<file path="src/hw/rtl/hlrd_pkg.sv">
package hlrd_pkg;

  localparam int MaxServers = 8;
  localparam int SlotW = 3;
  localparam int CfgIdxW = 2;
  localparam int CfgDataW = 24;

  localparam logic [CfgIdxW-1:0] CFG_MASK    = 2'd0;
  localparam logic [CfgIdxW-1:0] CFG_BEAT    = 2'd1;
  localparam logic [CfgIdxW-1:0] CFG_TIMEOUT = 2'd2;

  localparam logic [23:0] BEAT_RESET    = 24'd500000;
  localparam logic [23:0] TIMEOUT_RESET = 24'd2000000;

  localparam logic [1:0] FUNC_TICK  = 2'd0;
  localparam logic [1:0] FUNC_BEAT  = 2'd1;
  localparam logic [1:0] FUNC_REPLY = 2'd2;
  localparam logic [1:0] FUNC_REQ   = 2'd3;

  localparam logic [1:0] KIND_HEARTBEAT = 2'd0;
  localparam logic [1:0] KIND_DISPATCH  = 2'd1;
  localparam logic [1:0] KIND_DELIVER   = 2'd2;

  typedef struct packed {
    logic [1:0]  func;
    logic [2:0]  server_slot;
    logic [31:0] reply_sequence;
  } in_item_t;

  typedef struct packed {
    logic [1:0]  kind;
    logic [2:0]  target_slot;
    logic [31:0] sequence_res;
    logic        last;
  } out_item_t;

  // controller -> datapath commands
  typedef struct packed {
    logic       capture;   // latch the accepted request
    logic       load;      // apply input item
    logic       deliver;   // emit delivery
    logic       retire;    // abandon an overdue reply
    logic       beat_emit; // emit heartbeat for scan slot
    logic       beat_done; // rearm beat time
    logic       expire;    // drop expired server at scan slot
    logic       dispatch;  // emit dispatch, rotate LRU
    logic [2:0] slot;      // scan slot
    logic       last;
  } hlrd_cmd_t;

  // datapath -> controller status
  typedef struct packed {
    logic deliver_ok;
    logic beat_due;
    logic dispatch_ok;
  } hlrd_sts_t;

endpackage

</file>
<file path="src/hw/rtl/hlrd_datapath.sv">
module hlrd_datapath (
  input  logic                clk,
  input  logic                rst_n,
  input  logic                cfg_we,
  input  logic [1:0]          cfg_idx,
  input  logic [23:0]         cfg_data,
  input  hlrd_pkg::in_item_t  item,
  input  hlrd_pkg::hlrd_cmd_t cmd,
  output hlrd_pkg::hlrd_sts_t sts,
  output logic [7:0]          mask,
  output logic                out_valid,
  output hlrd_pkg::out_item_t out_item
);

  logic [7:0]  mask_r;
  logic [23:0] beat_r, tmo_r;
  logic [31:0] time_r, nbeat_r, rdl_r, seq_r;
  logic [7:0]  alive_r;
  logic [31:0] adl_r [8];
  logic [2:0]  lru_r [8];
  logic [3:0]  cnt_r;
  logic        pend_r, busy_r;
  logic [2:0]  bsrv_r;
  hlrd_pkg::in_item_t it_r;
  logic        ov_r;
  hlrd_pkg::out_item_t oi_r;

  logic conn_in;
  logic [31:0] d_exp;
  logic        exp_hit;
  logic [2:0]  pos;
  logic        found;

  assign conn_in = mask_r[it_r.server_slot];
  assign d_exp = time_r - adl_r[cmd.slot];
  assign exp_hit = alive_r[cmd.slot] && !d_exp[31];

  // position of scan slot in LRU order
  always_comb begin
    pos = 3'd0;
    found = 1'b0;
    for (int i = 0; i < 8; i++) begin
      if (!found && (4'(i) < cnt_r) && lru_r[i] == cmd.slot) begin
        pos = 3'(i);
        found = 1'b1;
      end
    end
  end

  logic [31:0] d_beat, d_rdl;
  assign d_beat = time_r - nbeat_r;
  assign d_rdl = time_r - rdl_r;

  assign sts.deliver_ok = (it_r.func == hlrd_pkg::FUNC_REPLY) && conn_in && busy_r &&
                          (bsrv_r == it_r.server_slot) && (it_r.reply_sequence == seq_r);
  assign sts.beat_due = !d_beat[31];
  // busy here already reflects expiry of late reply in earlier step
  assign sts.dispatch_ok = pend_r && !busy_r && (cnt_r != 4'd0);
  assign mask = mask_r;
  assign out_valid = ov_r;
  assign out_item = oi_r;

  always_ff @(posedge clk) begin
    if (!rst_n) begin
      mask_r <= '0;
      beat_r <= hlrd_pkg::BEAT_RESET;
      tmo_r <= hlrd_pkg::TIMEOUT_RESET;
      time_r <= '0;
      nbeat_r <= '0;
      rdl_r <= '0;
      seq_r <= '0;
      alive_r <= '0;
      cnt_r <= '0;
      pend_r <= 1'b0;
      busy_r <= 1'b0;
      bsrv_r <= '0;
      ov_r <= 1'b0;
    end else begin
      ov_r <= 1'b0;
      if (cfg_we) begin
        case (cfg_idx)
          hlrd_pkg::CFG_MASK:    mask_r <= cfg_data[7:0];
          hlrd_pkg::CFG_BEAT:    beat_r <= cfg_data;
          hlrd_pkg::CFG_TIMEOUT: tmo_r <= cfg_data;
          default: ;
        endcase
      end
      // apply item
      if (cmd.load) begin
        case (it_r.func)
          hlrd_pkg::FUNC_TICK: time_r <= time_r + 32'd1;
          hlrd_pkg::FUNC_BEAT: begin
            if (conn_in) begin
              if (!alive_r[it_r.server_slot]) begin
                lru_r[cnt_r[2:0]] <= it_r.server_slot;
                cnt_r <= cnt_r + 4'd1;
                alive_r[it_r.server_slot] <= 1'b1;
              end
              adl_r[it_r.server_slot] <= time_r + {8'd0, beat_r};
            end
          end
          hlrd_pkg::FUNC_REQ: begin
            if (mask_r != 8'd0 && !pend_r && !busy_r) pend_r <= 1'b1;
          end
          default: ;
        endcase
      end
      if (cmd.deliver) begin
        ov_r <= 1'b1;
        oi_r <= '{hlrd_pkg::KIND_DELIVER, 3'd0, seq_r, cmd.last};
        seq_r <= seq_r + 32'd1;
        busy_r <= 1'b0;
        pend_r <= 1'b0;
      end
      // late reply is abandoned in the delivery step when nothing is delivered
      if (cmd.retire && busy_r && !d_rdl[31]) busy_r <= 1'b0;
      if (cmd.beat_emit) begin
        ov_r <= 1'b1;
        oi_r <= '{hlrd_pkg::KIND_HEARTBEAT, cmd.slot, 32'd0, cmd.last};
      end
      if (cmd.beat_done) nbeat_r <= time_r + {8'd0, beat_r};
      // drop expired server at the scan slot
      if (cmd.expire) begin
        if (exp_hit) begin
          alive_r[cmd.slot] <= 1'b0;
          if (found) begin
            for (int j = 0; j < 7; j++)
              if (3'(j) >= pos) lru_r[j] <= lru_r[j+1];
            cnt_r <= cnt_r - 4'd1;
          end
        end
      end
      if (cmd.dispatch) begin
        ov_r <= 1'b1;
        oi_r <= '{hlrd_pkg::KIND_DISPATCH, lru_r[0], seq_r, 1'b1};
        busy_r <= 1'b1;
        bsrv_r <= lru_r[0];
        rdl_r <= time_r + {8'd0, tmo_r};
        for (int j = 0; j < 7; j++)
          if (4'(j + 1) < cnt_r) lru_r[j] <= lru_r[j+1];
        lru_r[3'(cnt_r - 4'd1)] <= lru_r[0];
      end
    end
  end

  // request capture at acceptance
  always_ff @(posedge clk) begin
    if (cmd.capture) it_r <= item;
  end

endmodule

</file>
<file path="src/hw/rtl/hlrd_ctrl.sv">
module hlrd_ctrl (
  input  logic                clk,
  input  logic                rst_n,
  input  logic                start,
  input  logic [7:0]          mask,
  input  hlrd_pkg::hlrd_sts_t sts,
  output hlrd_pkg::hlrd_cmd_t cmd,
  output logic                busy
);

  typedef enum logic [2:0] {
    S_IDLE, S_LOAD, S_DELIV, S_BEAT, S_EXP, S_DISP
  } state_t;

  state_t     state_r;
  logic [2:0] slot_r;

  // is there a connected slot above the scan slot
  logic more_conn;
  always_comb begin
    more_conn = 1'b0;
    for (int i = 0; i < 8; i++)
      if (3'(i) > slot_r && mask[i]) more_conn = 1'b1;
  end

  always_comb begin
    cmd = '0;
    cmd.slot = slot_r;
    case (state_r)
      S_IDLE: cmd.capture = start;
      S_LOAD: cmd.load = 1'b1;
      S_DELIV: begin
        cmd.deliver = sts.deliver_ok;
        cmd.retire = !sts.deliver_ok;
        cmd.last = !(sts.beat_due && mask != 8'd0) && !sts.dispatch_ok;
      end
      S_BEAT: begin
        cmd.beat_emit = mask[slot_r];
        cmd.beat_done = (slot_r == 3'd7);
        cmd.last = !more_conn && !sts.dispatch_ok;
      end
      S_EXP: cmd.expire = 1'b1;
      S_DISP: cmd.dispatch = sts.dispatch_ok;
      default: ;
    endcase
  end

  assign busy = (state_r != S_IDLE);

  // expiry scan runs before the broadcast so the dispatch decision is known
  always_ff @(posedge clk) begin
    if (!rst_n) begin
      state_r <= S_IDLE;
      slot_r <= '0;
    end else begin
      case (state_r)
        S_IDLE: if (start) state_r <= S_LOAD;
        S_LOAD: begin
          slot_r <= '0;
          state_r <= S_EXP;
        end
        S_EXP: begin
          slot_r <= slot_r + 3'd1;
          if (slot_r == 3'd7) state_r <= S_DELIV;
        end
        S_DELIV: begin
          slot_r <= '0;
          state_r <= sts.beat_due ? S_BEAT : S_DISP;
        end
        S_BEAT: begin
          slot_r <= slot_r + 3'd1;
          if (slot_r == 3'd7) state_r <= S_DISP;
        end
        S_DISP: state_r <= S_IDLE;
        default: state_r <= S_IDLE;
      endcase
    end
  end

endmodule

</file>
<file path="src/hw/rtl/heartbeat_lru_request_dispatcher_top.sv">
// Heartbeat LRU request dispatcher. A request is taken at an edge where start
// is high and busy is low; busy then stays high while it applies the request,
// runs the server expiry scan (one slot a cycle), does the delivery and
// late-reply check, runs the heartbeat broadcast when one is due and does the
// dispatch, so no new request is taken until the last is done. Each result is
// registered, appearing in the cycle after the step that makes it, at most one
// a cycle on out_valid, and the receiver cannot stall it; out_item.last marks
// the final one. Write configuration only while busy is low.
module heartbeat_lru_request_dispatcher_top (
  input  logic                clk,
  input  logic                rst_n,
  input  logic                start,
  output logic                busy,
  input  hlrd_pkg::in_item_t  in_item,
  output logic                out_valid,
  output hlrd_pkg::out_item_t out_item,
  input  logic                cfg_we,
  input  logic [1:0]          cfg_idx,
  input  logic [23:0]         cfg_data
);

  hlrd_pkg::hlrd_cmd_t cmd;
  hlrd_pkg::hlrd_sts_t sts;
  logic [7:0] mask;

  hlrd_ctrl u_ctrl (
    .clk, .rst_n, .start, .mask, .sts, .cmd, .busy
  );

  hlrd_datapath u_dp (
    .clk, .rst_n, .cfg_we, .cfg_idx, .cfg_data,
    .item(in_item), .cmd, .sts, .mask, .out_valid, .out_item
  );

  a_no_start_busy: assert property (@(posedge clk) disable iff (!rst_n)
    (start && !busy) |=> busy) else $error("busy not raised");
  a_load_after: assert property (@(posedge clk) disable iff (!rst_n)
    cmd.load |-> busy) else $error("load while idle");

endmodule

</file>
<file path="config.mk">
export PLATFORM = sky130hd
export DESIGN_NAME = heartbeat_lru_request_dispatcher_top
export DESIGN_NICKNAME = d
export VERILOG_FILES = /design/src/hw/rtl/hlrd_pkg.sv /design/src/hw/rtl/hlrd_datapath.sv /design/src/hw/rtl/hlrd_ctrl.sv /design/src/hw/rtl/heartbeat_lru_request_dispatcher_top.sv
export SDC_FILE = /design/constraint.sdc
export NUM_CORES = 1
export LEC_CHECK = 0
export BUFFER_PORTS_ARGS = -buffer_cell sky130_fd_sc_hd__clkbuf_2
export CORE_AREA = 4 4 242 244
export DETAILED_ROUTE_END_ITERATION = 10
export DIE_AREA = 0 0 246 248
export PLACE_DENSITY = 0.67
export SLEW_MARGIN = 30
export SYNTH_ARGS = -nofsm -noshare
export SYNTH_HDL_FRONTEND = slang
export SYNTH_SLANG_ARGS = --single-unit
</file>
<file path="constraint.sdc">
create_clock -name clk -period 6.1 [get_ports clk]
set_input_delay 0.305 -clock clk [delete_from_list [all_inputs] [get_ports clk]]
set_output_delay 0.305 -clock clk [all_outputs]
set_load 0.05 [all_outputs]
</file>
==> metrics <==
worst-path cell chain buf_4 -> mux4_2 -> mux2i_1 -> ha_1 -> a21o_1 -> a21o_1 -> a221oi_1 -> o41ai_2 -> a22oi_2 -> and3_4 -> a31o_2 -> mux2_2; Num CTS Buffers 57; run status complete, no violations; TritonCTS clock tree built; Mapped Nets 2675; Final Skew 0.0331 ns; vias in the first global route 19752; RR Endpoint u_dp.lru_r[1][0]; Yosys top cell area share 38.0%; top_reg_cell synth edfxtp_1; clk buf depth 3; CP Capture Type flip-flop; first-pass GRT wire length 112000 um; routed len/inst 21.1 um; Post-Syn Area 0.0281 mm^2; cell count of the worst reg-to-reg path 12; Mean Syn Cell Area 11.4 um^2; cell repeated most along the worst path a21o_1; CP startpoint kind flip-flop; Final Wtd Congestion 0.869; RSZ-0062 raised after global routing false; DRC 0; Vias 19980; Tot Pwr 8.31 mW; Starting Density 49.9%; CP Depth 12; dpl hpwl 49300 um; Worst-path clk slew 0.06 ns; diode count 0; Worst-Margin Slew 0.968 ns; hold path depth 3; final-layout fill cell count 4598; EDFF count, synth 355; area of the core 0.0563 mm^2; initial DRC count 1690; Max-cap violations 0; drt pass-1 iters 6; Peak VDD IR 0.237 mV; CP Data Required Time 6.46 ns; leakage power 11.7 nW; Worst Path Buf+Inv 1; root buffer cell clkbuf_16; all-layer global routing usage 23.4%; Slew headroom 35.3%; worst-skew pair later-pin latency 0.64 ns; max incr delay on CP 0.76 ns; min cycle time layout 4.53 ns; fraction of registers with async set/reset 0%; H-tree levels 2; final WL 71800 um; row count 87; nets@finish 2822; library cells used by synthesis 88; post-synthesis register bit count 566; main area contributors after synthesis edfxtp_1 (38%), dfxtp_1 (15%), ha_1 (6.6%), mux4_2 (5.6%), xnor2_1 (3.6%); Hold Crit Start cfg_data[9]; Post-Syn Instances 2457; fraction of layout cells with a size suffix above 1 14.1%; Yosys top cell by area edfxtp_1; Cell Pwr Density 259 mW/mm^2; Slew Viols, Final 0; Yosys warnings 0; register area 0.0149 mm^2; Ports 107; Final ANT Viol Nets 0; Tcrit/Tclk final 74.3%; initial antenna violation count 1; Arrival @ worst endpoint 4.89 ns; multi-input logic area 0.0124 mm^2; fmax 221 MHz; pin count of the biggest net entering global routing 72; post-CTS setup buffers 0; die area 0.0610 mm^2; Final Hold Fails 0; CTS Sinks 566; Hold Path End u_dp.beat_r[9]; Hold/Removal Path Class input pin to flip-flop; Setup Crit Path Kind flip-flop to flip-flop; Seq/Total Area, Yosys 53.0%; Vias/cell 5.86; Die H 248 um; Layout area overhead 14.2%; Critical Path Slowest Stage Cell dfxtp_4; Worst R2R Setup Slack 1.57 ns; count of input and output buffers 106; Setup Viol. Count Final 0; GRT overflow 0; CP max FO 32; setup TNS 0 ns; Chip Width 246 um; CP top delay family compound AO/OA/AOI/OAI gates
synthesized netlist by cell type (5+ instances only):
| cell type | count |
|---|---|
| a21o_1 | 39 |
| nor3_1 | 50 |
| nand2b_1 | 17 |
| inv_1 | 108 |
| a31o_2 | 6 |
| nand3_1 | 79 |
| clkbuf_1 | 85 |
| o21a_1 | 15 |
| ha_1 | 149 |
| mux2i_1 | 59 |
| and3_1 | 15 |
| dfxtp_1 | 211 |
| xor2_1 | 42 |
| nor2_1 | 167 |
| o2111ai_1 | 8 |
| xnor2_1 | 114 |
| or3_1 | 20 |
| buf_2 | 8 |
| o31ai_1 | 7 |
| or4_1 | 9 |
| o21bai_1 | 10 |
| a221oi_1 | 6 |
| a211oi_1 | 22 |
| a41oi_1 | 5 |
| nand2_1 | 261 |
| a31oi_1 | 18 |
| nor3b_1 | 5 |
| nor2b_1 | 33 |
| a21oi_1 | 153 |
| mux2_2 | 18 |
| nand3b_1 | 5 |
| mux2_4 | 6 |
| nor4_1 | 19 |
| and4_1 | 12 |
| nand4_1 | 51 |
| o211ai_1 | 11 |
| or2_2 | 9 |
| o21ai_0 | 65 |
| buf_1 | 16 |
| and2_1 | 16 |
| edfxtp_1 | 355 |
| mux4_2 | 70 |
stage by stage:
stage | worst slack [ns] | area [um^2] | util [%] | cells | hold slack, ns
4_1_cts | 1.52 | 32000 | 56.9 | 3405 | 0.0276
6_report | 1.57 | 32100 | 57.0 | 3408 | 0.0287
5_1_grt | 1.26 | 32100 | 57.0 | 3408 | 0.0225
2_1_floorplan | 1.55 | 28100 | - | 2457 | 0.404
3_5_place_dp | 1.56 | 29400 | 52.3 | 3238 | 0.446
3_3_place_gp | 1.70 | 29400 | 52.2 | 3236 | 0.439
layout by cell type, fill, tap and decap left out, drive strengths merged, types with 16 or more instances in the layout:
master         n
nor2         167
a211oi        22
buf           37
clkbuf       176
nor3          50
o21ai         69
nand4         52
nand3         79
or3           20
mux2i         59
xor2          42
and3          16
xnor2        114
mux4          70
ha           149
nor4          20
nand2        261
a21o          39
mux2          27
a31oi         19
a21oi        153
nor2b         33
and2          16
dlygate4sd3   60
clkinv        22
nand2b        17
edfxtp       355
inv          111
dfxtp        211
state kept, by name, summed over array words and instances, names as in the netlist, 3 cells and up, named ones only:
register        cells
u_ctrl.slot_r       3
u_ctrl.state_r      3
u_dp.adl_r        256
u_dp.alive_r        8
u_dp.beat_r        24
u_dp.bsrv_r         3
u_dp.cnt_r          4
u_dp.it_r          37
u_dp.lru_r         24
u_dp.mask           8
u_dp.nbeat_r       32
u_dp.out_item      38
u_dp.rdl_r         32
u_dp.seq_r         32
u_dp.time_r        32
u_dp.tmo_r         24
final cells by class:
type | instances | share of cell area (%)
flip-flops and latches | 566 | 46.4
clock inverters | 36 | 1.47
repair buffers | 202 | 4.49
well taps | 756 | 2.95
inverters | 109 | 1.28
clock buffers | 71 | 4.74
multi-input cells | 1668 | 38.6
power by group:
group          internal [mW]  total [mW]  switching [mW]
Clock                   2.20        3.70            1.51
Combinational          0.208       0.462           0.255
Sequential              4.09        4.14          0.0554
per-layer routing:
| metal | wire length [um] | part of all wire (%) | track usage (%) | vias up |
|---|---|---|---|---|
| li1 | - | - | - | 9379 |
| met1 | 32300 | 45 | 34.0 | 9790 |
| met2 | 32200 | 45 | 36.3 | 710 |
| met3 | 5800 | 8.1 | 4.67 | 99 |
| met4 | 1470 | 2.0 | 5.86 | 2 |
| met5 | 13 | 0.018 | 0 | - |
worst max-delay path by stage:
stage	start	to	slack [ns]
floorplan	u_dp.it_r[32]	u_dp.adl_r[0][0]	1.55
global placement	flip-flop	u_dp.lru_r[0][0]	1.70
detailed placement	flip-flop	u_dp.lru_r[1][0]	1.56
CTS	flip-flop	u_dp.lru_r[1][0]	1.52
global route	flip-flop	u_dp.lru_r[0][2]	1.26
finish	flip-flop	u_dp.lru_r[1][0]	1.57
worst min-delay path, stage by stage:
cell and delay [ns]:
clkbuf_2 0.16, nand2_1 0.09, a21oi_1 0.05
cells by family (layout without fill, tap and decap cells):
logic type | Yosys count | in the layout | share of synthesized area, %
AND/OR/NAND/NOR | 782 | 782 | 13.4
flip-flops | 566 | 566 | 53.0
multiplexers | 156 | 156 | 8.89
adder cells (fa/ha/maj) | 151 | 151 | 6.79
XOR/XNOR | 156 | 156 | 4.87
buffers and inverters | 223 | 418 | 3.13
AO/OA/AOI/OAI | 423 | 423 | 9.84
repair_timing:
| item | in CTS | in global routing |
|---|---|---|
| resized for setup | 0 | 0 |
| endpoints found under the setup margin | 0 | 0 |
| endpoints found under the hold margin | 81 | 0 |
| hold buffers | 60 | 0 |
Power figures use the tool's default switching activity.
